===== config.mk =====
export PLATFORM = sky130hd
export DESIGN_NAME = string_escape_decoder_core
export DESIGN_NICKNAME = d
export VERILOG_FILES = /design/src/hdl/str_esc_pkg.sv /design/src/hdl/str_esc_decode.sv /design/src/hdl/str_esc_emit.sv /design/src/hdl/string_escape_decoder_core.sv
export SDC_FILE = /design/constraint.sdc
export NUM_CORES = 1
export LEC_CHECK = 0
export ABC_AREA = 1
export CORE_ASPECT_RATIO = 1.4
export CORE_MARGIN = 5
export CORE_UTILIZATION = 30
export DETAILED_ROUTE_END_ITERATION = 8
export DONT_BUFFER_PORTS = 1
export PLACE_DENSITY_LB_ADDON = 0.05
export SLEW_MARGIN = 20
export SYNTH_ARGS = -nofsm -noshare
export SYNTH_HDL_FRONTEND = slang
export SYNTH_SLANG_ARGS = --single-unit

===== constraint.sdc =====
create_clock -name clk_i -period 4.1 [get_ports clk_i]
set_input_delay 0 -clock clk_i [delete_from_list [all_inputs] [get_ports clk_i]]
set_output_delay 0 -clock clk_i [all_outputs]
set_load 0.01 [all_outputs]

===== src/hdl/str_esc_pkg.sv =====
package str_esc_pkg;

  typedef enum logic [2:0] {
    PH_PLAIN = 3'd0,
    PH_BSL   = 3'd1,
    PH_OCT1  = 3'd2,
    PH_OCT2  = 3'd3,
    PH_HEX0  = 3'd4,
    PH_HEX1  = 3'd5
  } phase_e;

  localparam int unsigned MaxBytes = 4;
  localparam int unsigned CntW     = $clog2(MaxBytes + 1);
  localparam int unsigned IdxW     = $clog2(MaxBytes);

  typedef struct packed {
    logic [7:0] raw_byte;
    logic       end_of_literal;
  } in_beat_t;

  typedef struct packed {
    logic [7:0] decoded_byte;
    logic       last_of_literal;
  } out_beat_t;

  typedef struct packed {
    logic [CntW-1:0]               count;
    logic [MaxBytes-1:0][7:0]      bytes;
    logic                          last;
  } group_t;

  typedef struct packed {
    phase_e     phase;
    logic [7:0] held_first;
    logic [7:0] held_second;
  } esc_state_t;

endpackage


===== src/hdl/str_esc_decode.sv =====
module str_esc_decode import str_esc_pkg::*; (
  input  in_beat_t   beat_i,
  input  esc_state_t state_i,
  output esc_state_t state_o,
  output group_t     group_o
);

  localparam logic [7:0] ChBsl = 8'h5C;
  localparam logic [7:0] ChX   = 8'h78;

  function automatic logic is_oct(input logic [7:0] c);
    return (c >= 8'h30) && (c <= 8'h37);
  endfunction

  function automatic logic is_hex(input logic [7:0] c);
    return ((c >= 8'h30) && (c <= 8'h39)) || ((c >= 8'h61) && (c <= 8'h66)) ||
           ((c >= 8'h41) && (c <= 8'h46));
  endfunction

  function automatic logic [3:0] hex_val(input logic [7:0] c);
    logic [7:0] v;
    if (c <= 8'h39) begin
      v = c - 8'h30;
    end else if (c >= 8'h61) begin
      v = c - 8'h57;
    end else begin
      v = c - 8'h37;
    end
    return v[3:0];
  endfunction

  logic [7:0]            c;
  logic                  last;
  logic [2:0]            d1;
  logic [2:0]            d2;
  logic                  hit;
  logic [7:0]            sval;
  logic [CntW-1:0]       cnt;
  logic [MaxBytes-1:0][7:0] byts;
  logic                  do_plain;
  esc_state_t            nxt;

  assign c    = beat_i.raw_byte;
  assign last = beat_i.end_of_literal;
  assign d1   = state_i.held_first[2:0];
  assign d2   = state_i.held_second[2:0];

  always_comb begin
    hit  = 1'b1;
    sval = 8'h00;
    case (c)
      8'h6E: sval = 8'd10;
      8'h74: sval = 8'd9;
      8'h72: sval = 8'd13;
      8'h62: sval = 8'd8;
      8'h66: sval = 8'd12;
      8'h76: sval = 8'd11;
      8'h61: sval = 8'd7;
      8'h30: sval = 8'd0;
      8'h5C: sval = 8'd92;
      8'h22: sval = 8'd34;
      8'h27: sval = 8'd39;
      8'h3F: sval = 8'd63;
      default: hit = 1'b0;
    endcase
  end

  always_comb begin
    cnt       = '0;
    byts      = '0;
    do_plain  = 1'b0;
    nxt       = state_i;
    nxt.phase = PH_PLAIN;
    case (state_i.phase)
      PH_BSL: begin
        if (hit) begin
          byts[0] = sval;
          cnt     = CntW'(1);
        end else if ((c >= 8'h31) && (c <= 8'h37)) begin
          if (last) begin
            byts[0] = {5'b0, c[2:0]};
            cnt     = CntW'(1);
          end else begin
            nxt.held_first = c;
            nxt.phase      = PH_OCT1;
          end
        end else if (c == ChX) begin
          if (last) begin
            byts[0] = ChBsl;
            byts[1] = ChX;
            cnt     = CntW'(2);
          end else begin
            nxt.phase = PH_HEX0;
          end
        end else begin
          byts[0]  = ChBsl;
          cnt      = CntW'(1);
          do_plain = 1'b1;
        end
      end
      PH_OCT1: begin
        if (is_oct(c)) begin
          if (last) begin
            byts[0] = {2'b0, d1, c[2:0]};
            cnt     = CntW'(1);
          end else begin
            nxt.held_second = c;
            nxt.phase       = PH_OCT2;
          end
        end else begin
          byts[0]  = {5'b0, d1};
          cnt      = CntW'(1);
          do_plain = 1'b1;
        end
      end
      PH_OCT2: begin
        if (is_oct(c)) begin
          if (d1[2]) begin
            byts[0] = ChBsl;
            byts[1] = state_i.held_first;
            byts[2] = state_i.held_second;
            byts[3] = c;
            cnt     = CntW'(4);
          end else begin
            byts[0] = {d1[1:0], d2, c[2:0]};
            cnt     = CntW'(1);
          end
        end else begin
          byts[0]  = {2'b0, d1, d2};
          cnt      = CntW'(1);
          do_plain = 1'b1;
        end
      end
      PH_HEX0: begin
        if (is_hex(c)) begin
          if (last) begin
            byts[0] = ChBsl;
            byts[1] = ChX;
            byts[2] = c;
            cnt     = CntW'(3);
          end else begin
            nxt.held_first = c;
            nxt.phase      = PH_HEX1;
          end
        end else begin
          byts[0]  = ChBsl;
          byts[1]  = ChX;
          cnt      = CntW'(2);
          do_plain = 1'b1;
        end
      end
      PH_HEX1: begin
        if (is_hex(c)) begin
          byts[0] = {hex_val(state_i.held_first), hex_val(c)};
          cnt     = CntW'(1);
        end else begin
          byts[0]  = ChBsl;
          byts[1]  = ChX;
          byts[2]  = state_i.held_first;
          cnt      = CntW'(3);
          do_plain = 1'b1;
        end
      end
      default: do_plain = 1'b1;
    endcase
    if (do_plain) begin
      if ((c == ChBsl) && !last) begin
        nxt.phase = PH_BSL;
      end else begin
        byts[cnt[IdxW-1:0]] = c;
        cnt                 = cnt + CntW'(1);
      end
    end
    if (last) begin
      nxt.phase = PH_PLAIN;
    end
  end

  assign state_o       = nxt;
  assign group_o.count = cnt;
  assign group_o.bytes = byts;
  assign group_o.last  = last;

endmodule


===== src/hdl/str_esc_emit.sv =====
module str_esc_emit import str_esc_pkg::*; (
  input  logic      clk_i,
  input  logic      rst_ni,
  input  logic      load_i,
  input  group_t    group_i,
  output logic      free_o,
  output logic      out_valid_o,
  input  logic      out_stall_i,
  output out_beat_t out_data_o
);

  logic                     valid_q, valid_d;
  logic [IdxW-1:0]          idx_q, idx_d;
  logic [IdxW-1:0]          top_q;
  logic                     last_q;
  logic [MaxBytes-1:0][7:0] bytes_q;
  logic                     take;
  logic                     at_end;
  logic [CntW-1:0]          top_full;

  assign take     = valid_q && !out_stall_i;
  assign at_end   = idx_q == top_q;
  assign free_o   = !valid_q || (take && at_end);
  assign top_full = group_i.count - CntW'(1);

  always_comb begin
    valid_d = valid_q;
    idx_d   = idx_q;
    if (load_i) begin
      valid_d = 1'b1;
      idx_d   = '0;
    end else if (take) begin
      if (at_end) begin
        valid_d = 1'b0;
      end else begin
        idx_d = idx_q + IdxW'(1);
      end
    end
  end

  always_ff @(posedge clk_i or negedge rst_ni) begin
    if (!rst_ni) begin
      valid_q <= 1'b0;
      idx_q   <= '0;
    end else begin
      valid_q <= valid_d;
      idx_q   <= idx_d;
    end
  end

  always_ff @(posedge clk_i) begin
    if (load_i) begin
      bytes_q <= group_i.bytes;
      top_q   <= top_full[IdxW-1:0];
      last_q  <= group_i.last;
    end
  end

  assign out_valid_o                = valid_q;
  assign out_data_o.decoded_byte    = bytes_q[idx_q];
  assign out_data_o.last_of_literal = last_q && at_end;

  a_idx_in_group: assert property (@(posedge clk_i) disable iff (!rst_ni)
    valid_q |-> idx_q <= top_q)
    else $error("beat index past end of group");

  a_load_when_free: assert property (@(posedge clk_i) disable iff (!rst_ni)
    load_i |-> free_o)
    else $error("group loaded over undelivered beats");

  a_hold_on_stall: assert property (@(posedge clk_i) disable iff (!rst_ni)
    valid_q && out_stall_i |=> valid_q && $stable(idx_q))
    else $error("stalled beat advanced");

endmodule


===== src/hdl/string_escape_decoder_core.sv =====
// String escape decoder.
// Input channel (in_valid_i / in_stall_o / in_data_i): one raw byte of a
// string literal body per beat, end_of_literal set on its final byte.
// Output channel (out_valid_o / out_stall_i / out_data_o): decoded bytes in
// order, last_of_literal set on the final decoded byte of each literal.
// An accepted byte is held in an input register and decoded combinationally
// into a group of zero to four bytes; a non-empty group is written into the
// output register, so each result passes through both registers in turn.
// Throughput is one input beat per cycle while each beat yields at most one
// byte and the receiver does not stall; the output register sends one byte
// per cycle unless stalled, and a larger group holds the input until sent.
// Beats that only open or extend an escape yield nothing and bypass output.
// Reset clears the escape phase, the held digits and all valid flags.
// While the receiver stalls, the current output beat holds; once the input
// register also holds a beat with output, in_stall_o rises and input holds.
module string_escape_decoder_core import str_esc_pkg::*; (
  input  logic      clk_i,
  input  logic      rst_ni,
  input  logic      in_valid_i,
  output logic      in_stall_o,
  input  in_beat_t  in_data_i,
  output logic      out_valid_o,
  input  logic      out_stall_i,
  output out_beat_t out_data_o
);

  logic       in_valid_q, in_valid_d;
  in_beat_t   in_q;
  esc_state_t state_q, state_d;
  group_t     group;
  logic       free;
  logic       consume;
  logic       accept;

  str_esc_decode u_decode (
    .beat_i  (in_q),
    .state_i (state_q),
    .state_o (state_d),
    .group_o (group)
  );

  assign consume    = in_valid_q && ((group.count == '0) || free);
  assign in_stall_o = in_valid_q && !consume;
  assign accept     = in_valid_i && !in_stall_o;

  always_comb begin
    in_valid_d = in_valid_q;
    if (accept) begin
      in_valid_d = 1'b1;
    end else if (consume) begin
      in_valid_d = 1'b0;
    end
  end

  always_ff @(posedge clk_i or negedge rst_ni) begin
    if (!rst_ni) begin
      in_valid_q <= 1'b0;
      state_q    <= '{phase: PH_PLAIN, held_first: 8'h00, held_second: 8'h00};
    end else begin
      in_valid_q <= in_valid_d;
      if (consume) begin
        state_q <= state_d;
      end
    end
  end

  always_ff @(posedge clk_i) begin
    if (accept) begin
      in_q <= in_data_i;
    end
  end

  str_esc_emit u_emit (
    .clk_i       (clk_i),
    .rst_ni      (rst_ni),
    .load_i      (consume && (group.count != '0)),
    .group_i     (group),
    .free_o      (free),
    .out_valid_o (out_valid_o),
    .out_stall_i (out_stall_i),
    .out_data_o  (out_data_o)
  );

  a_plain_after_last: assert property (@(posedge clk_i) disable iff (!rst_ni)
    consume && in_q.end_of_literal |=> state_q.phase == PH_PLAIN)
    else $error("escape pending after end of literal");

  a_last_emits: assert property (@(posedge clk_i) disable iff (!rst_ni)
    in_valid_q && in_q.end_of_literal |-> group.count != '0)
    else $error("final byte of literal produced no output");

  a_group_size: assert property (@(posedge clk_i) disable iff (!rst_ni)
    in_valid_q |-> group.count <= CntW'(MaxBytes))
    else $error("decoded group too large");

  a_hold_input: assert property (@(posedge clk_i) disable iff (!rst_ni)
    in_valid_q && !consume |=> in_valid_q && $stable(in_q))
    else $error("pending input beat lost");

endmodule


==> metrics.txt, run 1 <==
crit start category flip-flop; Layout Nets 616; worst max-slew margin expressed relative to the limit 0.561; category of the most critical setup path flip-flop to flip-flop; Die Area 17600 sq um; areal power density over the cells 506 nW/um^2; vias in the first global route 4111; post-CTS sizing 0; area taken by multi-input logic gates 2230 sq um; CTS Hold Bufs 13; mean post-synth cell area 7.97 sq um; die extent in y 155 um; global-route wire length before repair 24000 um; result of the run finished, final reports clean; maximum number of pins on one net before global-route repair 36; count of pins over their slew limit 0; maximum number of buffers from clock root to sink 2; count of distinct cell types in the synthesized netlist 42; Synth warnings 0; area inside the core boundary 14900 sq um; number of buffers added on ports 0; Synth Cell Area 4500 sq um; placer's final routability congestion estimate 0.981; Data required, critical path 4.13 ns; Reg area 1900 sq um; clk slew on worst S/H paths 0.06 ns; vias after detailed routing 4022; Tot GR Track Use 0.182; timing-limited maximum frequency 267 MHz; number of antenna violations at the first check in global routing 0; routed length per placed instance 19.7 um; vias per cell 5.10; fill count 1575; final count of negative-setup-slack endpoints 0; TritonCTS buffer count 9; total count of hold-check failures in the final report 0; clock root buffer sky130_fd_sc_hd__clkbuf_16; Detailed Place HPWL 12300 um; leading cell type in the layout, fill and taps excluded sky130_fd_sc_hd__nand2_1; CTS tree done; Area after DPL 4790 sq um; number of search-and-repair iterations in the first detailed-routing pass 4; number of enable flip-flop cells after synthesis 44; number of DRC markers in iteration 0 237; Seq/Total Area, Yosys 0.421; layout cell share with drive strength beyond 1 0.144; register-to-register setup slack 0.35 ns; leakage 2.21 nW; final antenna-violating net count 0; overflow left after global routing 0; Arrival @ worst endpoint 3.77 ns; number of standard cells after synthesis 565; library cell with the largest summed area after synthesis sky130_fd_sc_hd__edfxtp_1; number of antenna cells inserted 0; clock tree skew after final layout 0.00995 ns; initial standard-cell utilization of the core 0.303; post-route cell area 5220 sq um; # Max-Cap Violations 0; min Tclk post-route 3.75 ns; number of nets produced by synthesis 590; post-synthesis register bit count 67; Power, Total 2.64 mW; setup bufs post-CTS 0; IO Count 24; signed area change from the synthesized netlist to the final layout 15.9%; total number of placement rows 53; total DRC errors in the routed layout 0; clock network latency to the later pin of the worst-skew pair 0.33 ns; x dimension of the die 114 um; maximum fanout along the worst path 9; most area-consuming cells after synthesis sky130_fd_sc_hd__edfxtp_1 (29%), sky130_fd_sc_hd__dfrtp_1 (13%), sky130_fd_sc_hd__nand2_1 (10%); hold crit path type input port to asynchronous set/reset pin; final period utilization 0.914; share of flip-flops with an asynchronous set or reset 0.343; worst-margin pin slew 0.654 ns; Final TNS setup 0 ns; area fraction of the dominant cell type after synthesis 0.294; Final Routed Wirelength 15500 um; number of sinks handled by clock tree synthesis 67; Main synth FF type sky130_fd_sc_hd__edfxtp_1; commonest cells after routing, fill and taps aside sky130_fd_sc_hd__nand2_1 (121), sky130_fd_sc_hd__inv_1 (61), sky130_fd_sc_hd__nor2_1 (51); worst ir drop on vdd 0.264 mV; nature of the critical path endpoint flip-flop; H-tree depth reported by CTS 3; RSZ-0062 raised after global routing false
## worst paths after layout
path                              start     endpoint  cells past startpoint
min in group clk_i         in_data_i[4]      in_q[4]                      1
max in group asynchronous        rst_ni   in_valid_q                      2
hold reg to reg              state_q[4]   state_q[4]                      2
setup reg to reg                in_q[2]      in_q[0]                     20
setup / recovery                in_q[2]      in_q[0]                     20
hold / removal                   rst_ni  state_q[10]                      2
## sequential cells by signal, summed over array words and instances (netlist names)
name	cells
u_emit.idx_q	2
in_valid_q	1
u_emit.out_valid_o	1
u_emit.bytes_q	32
in_q	9
state_q	19
u_emit.last_q	1
u_emit.top_q	2
## worst max-delay path, cell delays in order (launching register included)
cell	delay, ns
sky130_fd_sc_hd__edfxtp_1	0.49
sky130_fd_sc_hd__clkinv_1	0.17
sky130_fd_sc_hd__ha_1	0.26
sky130_fd_sc_hd__inv_1	0.09
sky130_fd_sc_hd__nor2_1	0.05
sky130_fd_sc_hd__nand2_1	0.09
sky130_fd_sc_hd__nand3_2	0.11
sky130_fd_sc_hd__nor2_4	0.17
sky130_fd_sc_hd__nand2_4	0.10
sky130_fd_sc_hd__nand2_2	0.10
sky130_fd_sc_hd__nand2_1	0.07
sky130_fd_sc_hd__or3_4	0.36
sky130_fd_sc_hd__inv_1	0.10
sky130_fd_sc_hd__ha_1	0.22
sky130_fd_sc_hd__o21ai_0	0.22
sky130_fd_sc_hd__ha_1	0.24
sky130_fd_sc_hd__nand3_4	0.10
sky130_fd_sc_hd__nand3_1	0.12
sky130_fd_sc_hd__nand2_1	0.09
sky130_fd_sc_hd__inv_1	0.07
sky130_fd_sc_hd__buf_4	0.21
## stage by stage
| stage | worst slack, ns | util | cells | hold WS (ns) |
|---|---|---|---|---|
| after floorplan | 0.216 | - | 565 | -0.296 |
| after global placement | 0.440 | 0.322 | 759 | -0.294 |
| after detailed placement | 0.363 | 0.322 | 759 | -0.294 |
| after CTS | 0.329 | 0.351 | 788 | 0.0882 |
| after global routing | 0.0454 | 0.351 | 788 | 0.115 |
| final | 0.352 | 0.351 | 788 | 0.0879 |
## cell families after synthesis
kind of cell    share of synthesized area
buf+inv                            0.0828
fa+ha+maj                          0.0334
xor+xnor                           0.0136
compound gates                      0.159
flops                               0.421
simple gates                        0.290
## layout make-up
cell class / count / area share
clock buffer: 10 / 0.0458
clock inverter: 6 / 0.00888
inverter: 78 / 0.0569
multi-input combinational: 407 / 0.428
sequential: 67 / 0.364
tap: 192 / 0.0461
timing repair buffer: 28 / 0.0509
## synth_stat cells, types with 12 or more instances
cell	number
sky130_fd_sc_hd__a21oi_1	24
sky130_fd_sc_hd__dfrtp_1	23
sky130_fd_sc_hd__edfxtp_1	44
sky130_fd_sc_hd__ha_1	12
sky130_fd_sc_hd__inv_1	61
sky130_fd_sc_hd__nand2_1	121
sky130_fd_sc_hd__nand2_2	12
sky130_fd_sc_hd__nand3_1	28
sky130_fd_sc_hd__nand4_1	19
sky130_fd_sc_hd__nor2_1	51
sky130_fd_sc_hd__o21ai_0	47
sky130_fd_sc_hd__o22ai_1	21
## power breakdown
group | internal [mW] | total (mW) | switching (mW)
Clock | 0.432 | 0.742 | 0.310
Sequential | 0.935 | 1.08 | 0.140
Combinational | 0.235 | 0.820 | 0.585
## routing by layer
metal	track usage	up-vias	share of wire
met2	0.340	125	0.54
met5	0	-	0
met4	0.0756	0	0.036
li1	-	1971	-
met1	0.205	1893	0.39
met3	0.0245	33	0.035
No activity file was read; power rests on OpenSTA's default activity.
==> inputs of run 2 (changes only) <==
- BUFFER_PORTS_ARGS: not set -> -buffer_cell sky130_fd_sc_hd__buf_2
- DONT_BUFFER_PORTS: 1 -> not set
- PLACE_DENSITY_LB_ADDON: 0.05 -> not set
==> metrics.txt, run 2 (synthesis results as in run 1) <==
Reg-to-Reg End in_q[5]; area taken by multi-input logic gates 2230 sq um (unchanged); CTS tree done; number of buffers added on ports 23 (+23); TritonCTS buffer count 9 (unchanged); area inside the core boundary 14900 sq um (unchanged); Post-Route Hold Slack 0.197 ns (+0.109 ns); IO Count 24 (unchanged); fill count 1595 (+1.3%); Arrival @ worst endpoint 3.88 ns (+0.11 ns); number of search-and-repair iterations in the first detailed-routing pass 7 (+3); layout cell share with drive strength beyond 1 0.167 (+0.0224); biggest regs u_emit.bytes_q x32, state_q x19, in_q x9; total DRC errors in the routed layout 0 (unchanged); crit start category flip-flop; worst-margin pin slew 0.611 ns (-0.0425 ns); Final Routed Wirelength 14000 um (-9.8%); leading cell type in the layout, fill and taps excluded sky130_fd_sc_hd__nand2_1; worst max-slew margin expressed relative to the limit 0.593 (+0.0317); R2R cell count 20 (unchanged); number of antenna cells inserted 0 (unchanged); Tot GR Track Use 0.161 (-0.0212); clock root buffer sky130_fd_sc_hd__clkbuf_16; max reg flops 32 (unchanged); number of antenna violations at the first check in global routing 0 (unchanged); Final TNS setup 0 ns (unchanged); commonest cells after routing, fill and taps aside sky130_fd_sc_hd__nand2_1 (121), sky130_fd_sc_hd__inv_1 (61), sky130_fd_sc_hd__nor2_1 (51); Layout Nets 632 (+2.6%); Setup crit start in_q[1]; pre-CTS worst setup slack 0.254 ns (-0.108 ns); initial standard-cell utilization of the core 0.303 (unchanged); hold crit path type input port to asynchronous set/reset pin; Data required, critical path 4.14 ns (about the same); total count of hold-check failures in the final report 0 (unchanged); final period utilization 0.937 (+0.0234); Detailed Place HPWL 10900 um (-11%); placer's final routability congestion estimate 0.947 (-3.5%); category of the most critical setup path flip-flop to flip-flop; clock network latency to the later pin of the worst-skew pair 0.34 ns (about the same); die extent in y 155 um (unchanged); total number of placement rows 53 (unchanged); number of sinks handled by clock tree synthesis 67 (unchanged); Die Area 17600 sq um (unchanged); final instance count without filler cells 804 (+2.0%); x dimension of the die 114 um (unchanged); routed length per placed instance 17.4 um (-12%); result of the run finished, final reports clean; overflow left after global routing 0 (unchanged); crit path to in_q[5]; clk slew on worst S/H paths 0.07 ns (about the same); count of pins over their slew limit 0 (unchanged); post-layout util 0.356 (+0.00446); vias after detailed routing 4250 (+5.7%); Setup WS post-layout 0.257 ns (-0.0959 ns); final antenna-violating net count 0 (unchanged); maximum fanout along the worst path 9 (unchanged); final count of negative-setup-slack endpoints 0 (unchanged); timing-limited maximum frequency 260 MHz (-2.5%); register-to-register setup slack 0.26 ns (-0.10 ns); H-tree depth reported by CTS 3 (unchanged); signed area change from the synthesized netlist to the final layout 17.3%; nature of the critical path endpoint flip-flop; number of instances in the placed design 776 (+2.2%); areal power density over the cells 510 nW/um^2 (+0.90%); largest register by flop count u_emit.bytes_q; leakage 2.27 nW (+2.8%); maximum number of buffers from clock root to sink 2 (unchanged); min Tclk post-route 3.84 ns (+0.0959 ns); # Max-Cap Violations 0 (unchanged); vias per cell 5.29 (+3.6%); number of DRC markers in iteration 0 341 (+44%); vias in the first global route 4109 (-0.049%); Reg area 1900 sq um (unchanged); RSZ-0062 raised after global routing false; global-route wire length before repair 21900 um (-8.8%); maximum number of pins on one net before global-route repair 35 (-2.8%); clock tree skew after final layout 0.00949 ns (-0.000457 ns); reg2reg start in_q[1]; worst ir drop on vdd 0.215 mV (-19%)
## run 2: changes by cell type in the layout (fill, tap and decap cells not counted), sizes merged
cell | before | now
inv | 77 | 78
buf | 16 | 32
clkinv | 6 | 5
## run 2: worst min-delay path by stage
stage | from | endpoint
final | rst_ni | state_q[8]
after global routing | rst_ni | state_q[8]
after CTS | rst_ni | state_q[9]
after detailed placement | rst_ni | state_q[9]
after global placement | rst_ni | state_q[11]
after floorplan | rst_ni | in_valid_q
## run 2: where the power goes
group	internal [mW]	switching, mW	total, mW
Combinational	0.270	0.575	0.845
Sequential	0.935	0.135	1.07
Clock	0.457	0.323	0.781
Total	1.66	1.03	2.70
## run 2: worst max-delay path: stages (launching register included)
cell	delay, ns
sky130_fd_sc_hd__edfxtp_1	0.35
sky130_fd_sc_hd__clkinv_1	0.26
sky130_fd_sc_hd__ha_1	0.37
sky130_fd_sc_hd__inv_1	0.09
sky130_fd_sc_hd__nor2_1	0.07
sky130_fd_sc_hd__nand2_1	0.13
sky130_fd_sc_hd__nand3_2	0.11
sky130_fd_sc_hd__nor2_4	0.17
sky130_fd_sc_hd__nand2_4	0.10
sky130_fd_sc_hd__nand2_2	0.10
sky130_fd_sc_hd__nand2_1	0.08
sky130_fd_sc_hd__or3_4	0.36
sky130_fd_sc_hd__inv_1	0.11
sky130_fd_sc_hd__ha_1	0.23
sky130_fd_sc_hd__o21ai_0	0.19
sky130_fd_sc_hd__ha_1	0.22
sky130_fd_sc_hd__nand3_4	0.10
sky130_fd_sc_hd__nand3_1	0.12
sky130_fd_sc_hd__nand2_1	0.09
sky130_fd_sc_hd__inv_1	0.07
sky130_fd_sc_hd__buf_4	0.19
## run 2: timing repair
item | CTS | global route
buffers inserted | 0 | 0
setup endpoints to repair | 0 | 0
resized for setup | 0 | 0
hold endpoints to repair | 34 | 0
hold buffers | 12 | 0
## run 2: area by class of cell
type | instances | share of cell area
Sequential cell | 67 | 0.359
Timing Repair Buffer | 44 | 0.0597
Clock buffer | 10 | 0.0474
Clock inverter | 6 | 0.00971
Multi-Input combinational cell | 407 | 0.422
Inverter | 78 | 0.0561
Tap cell | 192 | 0.0455
## run 2: metrics by stage
stage               total power, mW  area, sq um
finish                         2.70         5280
global route                   2.83         5280
CTS                            2.72         5280
detailed placement             1.92         4860
global placement               1.92         4860
floorplan                      1.61         4500
## run 2: routing by layer
metal | global-route usage | part of all wire | routed length, um | up-vias
met5 | 0 | 0 | 0 | -
met4 | 0.0916 | 0.052 | 735 | 0
met3 | 0.0222 | 0.041 | 575 | 45
met2 | 0.287 | 0.52 | 7230 | 155
met1 | 0.182 | 0.39 | 5490 | 2045
li1 | - | - | - | 2005
==> inputs of run 3 (changes only) <==
- RECOVER_POWER: not set -> 25
- clock period: 4.1 -> 4 ns (I/O delays scaled with it)
==> metrics.txt, run 3 (synthesis results as in run 1) <==
result of the run finished, final reports clean; Area after DPL 4870 sq um (+0.15%); commonest cells after routing, fill and taps aside sky130_fd_sc_hd__nand2_1 (121), sky130_fd_sc_hd__inv_1 (61), sky130_fd_sc_hd__nor2_1 (51); H-tree depth reported by CTS 3 (unchanged); clock root buffer sky130_fd_sc_hd__clkbuf_16; fill count 1586 (-0.56%); x dimension of the die 114 um (unchanged); routed length per placed instance 17.3 um (-0.80%); total DRC errors in the routed layout 0 (unchanged); number of antenna violations at the first check in global routing 0 (unchanged); nature of the critical path endpoint flip-flop; Post-Route Hold Slack 0.374 ns (+0.177 ns); biggest regs u_emit.bytes_q x32, state_q x19, in_q x9; sequential group share of total power 0.402 (+0.005); timing-limited maximum frequency 272 MHz (+4.5%); area inside the core boundary 14900 sq um (unchanged); number of DRC markers in iteration 0 328 (-3.8%); Tot GR Track Use 0.163 (+0.00195); vias after detailed routing 4192 (-1.4%); Switching Power 1.02 mW (-1.3%); count of pins over their slew limit 0 (unchanged); leading cell type in the layout, fill and taps excluded sky130_fd_sc_hd__nand2_1; Detailed Place HPWL 10900 um (-0.31%); category of the most critical setup path flip-flop to flip-flop; hold crit path type input port to flip-flop; TritonCTS buffer count 9 (unchanged); number of sinks handled by clock tree synthesis 67 (unchanged); number of instances in the placed design 777 (+0.13%); total count of hold-check failures in the final report 0 (unchanged); IO Count 24 (unchanged); clock network latency to the later pin of the worst-skew pair 0.33 ns (about the same); vias in the first global route 4166 (+1.4%); Layout Nets 636 (+0.63%); overflow left after global routing 0 (unchanged); clk slew on worst S/H paths 0.06 ns (about the same); RSZ-0062 raised after global routing false; maximum fanout along the worst path 9 (unchanged); signed area change from the synthesized netlist to the final layout 17.3% (unchanged); areal power density over the cells 513 nW/um^2 (+0.58%); crit start category flip-flop; initial standard-cell utilization of the core 0.303 (unchanged); final count of negative-setup-slack endpoints 0 (unchanged); clock tree skew after final layout 0.00857 ns (-0.000927 ns); post-route cell area 5280 sq um (unchanged); number of search-and-repair iterations in the first detailed-routing pass 5 (-2); layout cell share with drive strength beyond 1 0.162 (-0.00433); maximum number of buffers from clock root to sink 2 (unchanged); Arrival @ worst endpoint 3.71 ns (-0.17 ns); global-route wire length before repair 22300 um (+1.9%); largest register by flop count u_emit.bytes_q; worst-margin pin slew 1.31 ns (+0.700 ns); CTS tree done; final antenna-violating net count 0 (unchanged); fraction of power consumed by the clock network 0.273 (-0.017); final period utilization 0.919 (-0.0183); worst max-slew margin expressed relative to the limit 0.126 (-0.467); max reg flops 32 (unchanged); number of buffers added on ports 23 (unchanged); leakage 2.27 nW (-0.23%); placer's final routability congestion estimate 0.988 (+4.3%); Final TNS setup 0 ns (unchanged); worst ir drop on vdd 0.224 mV (+4.1%); number of antenna cells inserted 0 (unchanged); vias per cell 5.19 (-1.9%); Final Routed Wirelength 14000 um (-0.31%); maximum number of pins on one net before global-route repair 35 (unchanged); die extent in y 155 um (unchanged); net switching fraction of the power 0.376 (-0.00720); total number of placement rows 53 (unchanged); Die Area 17600 sq um (unchanged); # Max-Cap Violations 0 (unchanged); min Tclk post-route 3.68 ns (-0.167 ns); combinational share of power 0.325 (+0.012); final instance count without filler cells 808 (+0.50%); Data required, critical path 4.04 ns (-0.10 ns); internal power 1.69 mW (+1.8%)
-- run 3: cell count changes in the layout (fill, tap and decap cells not counted), sizes merged --
cell / before / now
buf: 32 / 31
clkbuf: 10 / 17
clkinv: 5 / 7
inv: 78 / 74
-- run 3: worst paths after layout --
check                              end  slack (ns)          from  depth (start not counted)
min in group asynchronous  state_q[10]        0.48        rst_ni                          2
setup / recovery               in_q[6]        0.32       in_q[2]                         20
hold / removal                 in_q[3]        0.37  in_data_i[3]                          2
max in group asynchronous   state_q[6]        2.74        rst_ni                          2
hold reg to reg             state_q[6]        0.47    state_q[6]                          2
setup reg to reg               in_q[6]        0.32       in_q[2]                         20
-- run 3: layout make-up --
cell class / count / area, sq um / area share
Multi-Input combinational cell: 407 / 2230 / 0.422
Sequential cell: 67 / 1900 / 0.359
Timing Repair Buffer: 48 / 337 / 0.0637
Inverter: 78 / 297 / 0.0561
Clock buffer: 12 / 256 / 0.0486
Tap cell: 192 / 240 / 0.0455
Clock inverter: 4 / 23.8 / 0.00450
-- run 3: layer usage --
layer / part of all wire / track usage / up-vias
li1: - / - / 2021
met1: 0.39 / 0.186 / 1963
met2: 0.51 / 0.285 / 157
met3: 0.040 / 0.0230 / 51
met4: 0.058 / 0.0979 / 0
met5: 0 / 0 / -
-- run 3: per-stage QoR --
| step | setup slack, ns | util | power, mW |
|---|---|---|---|
| floorplan | 0.116 | - | 1.65 |
| global placement | 0.343 | 0.328 | 1.97 |
| detailed placement | 0.276 | 0.328 | 1.98 |
| CTS | 0.256 | 0.355 | 2.74 |
| global route | 0.00575 | 0.356 | 2.88 |
| finish | 0.323 | 0.356 | 2.71 |
-- run 3: what timing repair did --
action / in CTS / in global routing
gates resized for setup: 0 / 0
endpoints found under the hold margin: 34 / 0
endpoints found under the setup margin: 0 / 9
hold buffers: 12 / 0
setup buffers: 0 / 3
-- run 3: critical path: stages, from the launching register on --
cell and delay, ns:
sky130_fd_sc_hd__edfxtp_1 0.46, sky130_fd_sc_hd__clkinv_1 0.17, sky130_fd_sc_hd__ha_1 0.27, sky130_fd_sc_hd__inv_1 0.09
sky130_fd_sc_hd__nor2_1 0.06, sky130_fd_sc_hd__nand2_1 0.13, sky130_fd_sc_hd__nand3_2 0.11, sky130_fd_sc_hd__nor2_4 0.16
sky130_fd_sc_hd__nand2_4 0.09, sky130_fd_sc_hd__nand2_2 0.09, sky130_fd_sc_hd__nand2_1 0.08, sky130_fd_sc_hd__or3_4 0.36
sky130_fd_sc_hd__inv_1 0.10, sky130_fd_sc_hd__ha_1 0.23, sky130_fd_sc_hd__o21ai_0 0.19, sky130_fd_sc_hd__ha_1 0.22
sky130_fd_sc_hd__nand3_4 0.10, sky130_fd_sc_hd__nand3_1 0.12, sky130_fd_sc_hd__nand2_1 0.09, sky130_fd_sc_hd__inv_1 0.06
sky130_fd_sc_hd__buf_4 0.20
-- run 3: power by group through the flow --
stage	clock, mW	sequential, mW	combinational (mW)
3_3_place_gp	0	1.10	0.863
3_5_place_dp	0	1.11	0.872
4_1_cts	0.759	1.09	0.885
2_1_floorplan	0	1.04	0.607
6_report	0.739	1.09	0.882
5_1_grt	0.796	1.11	0.970
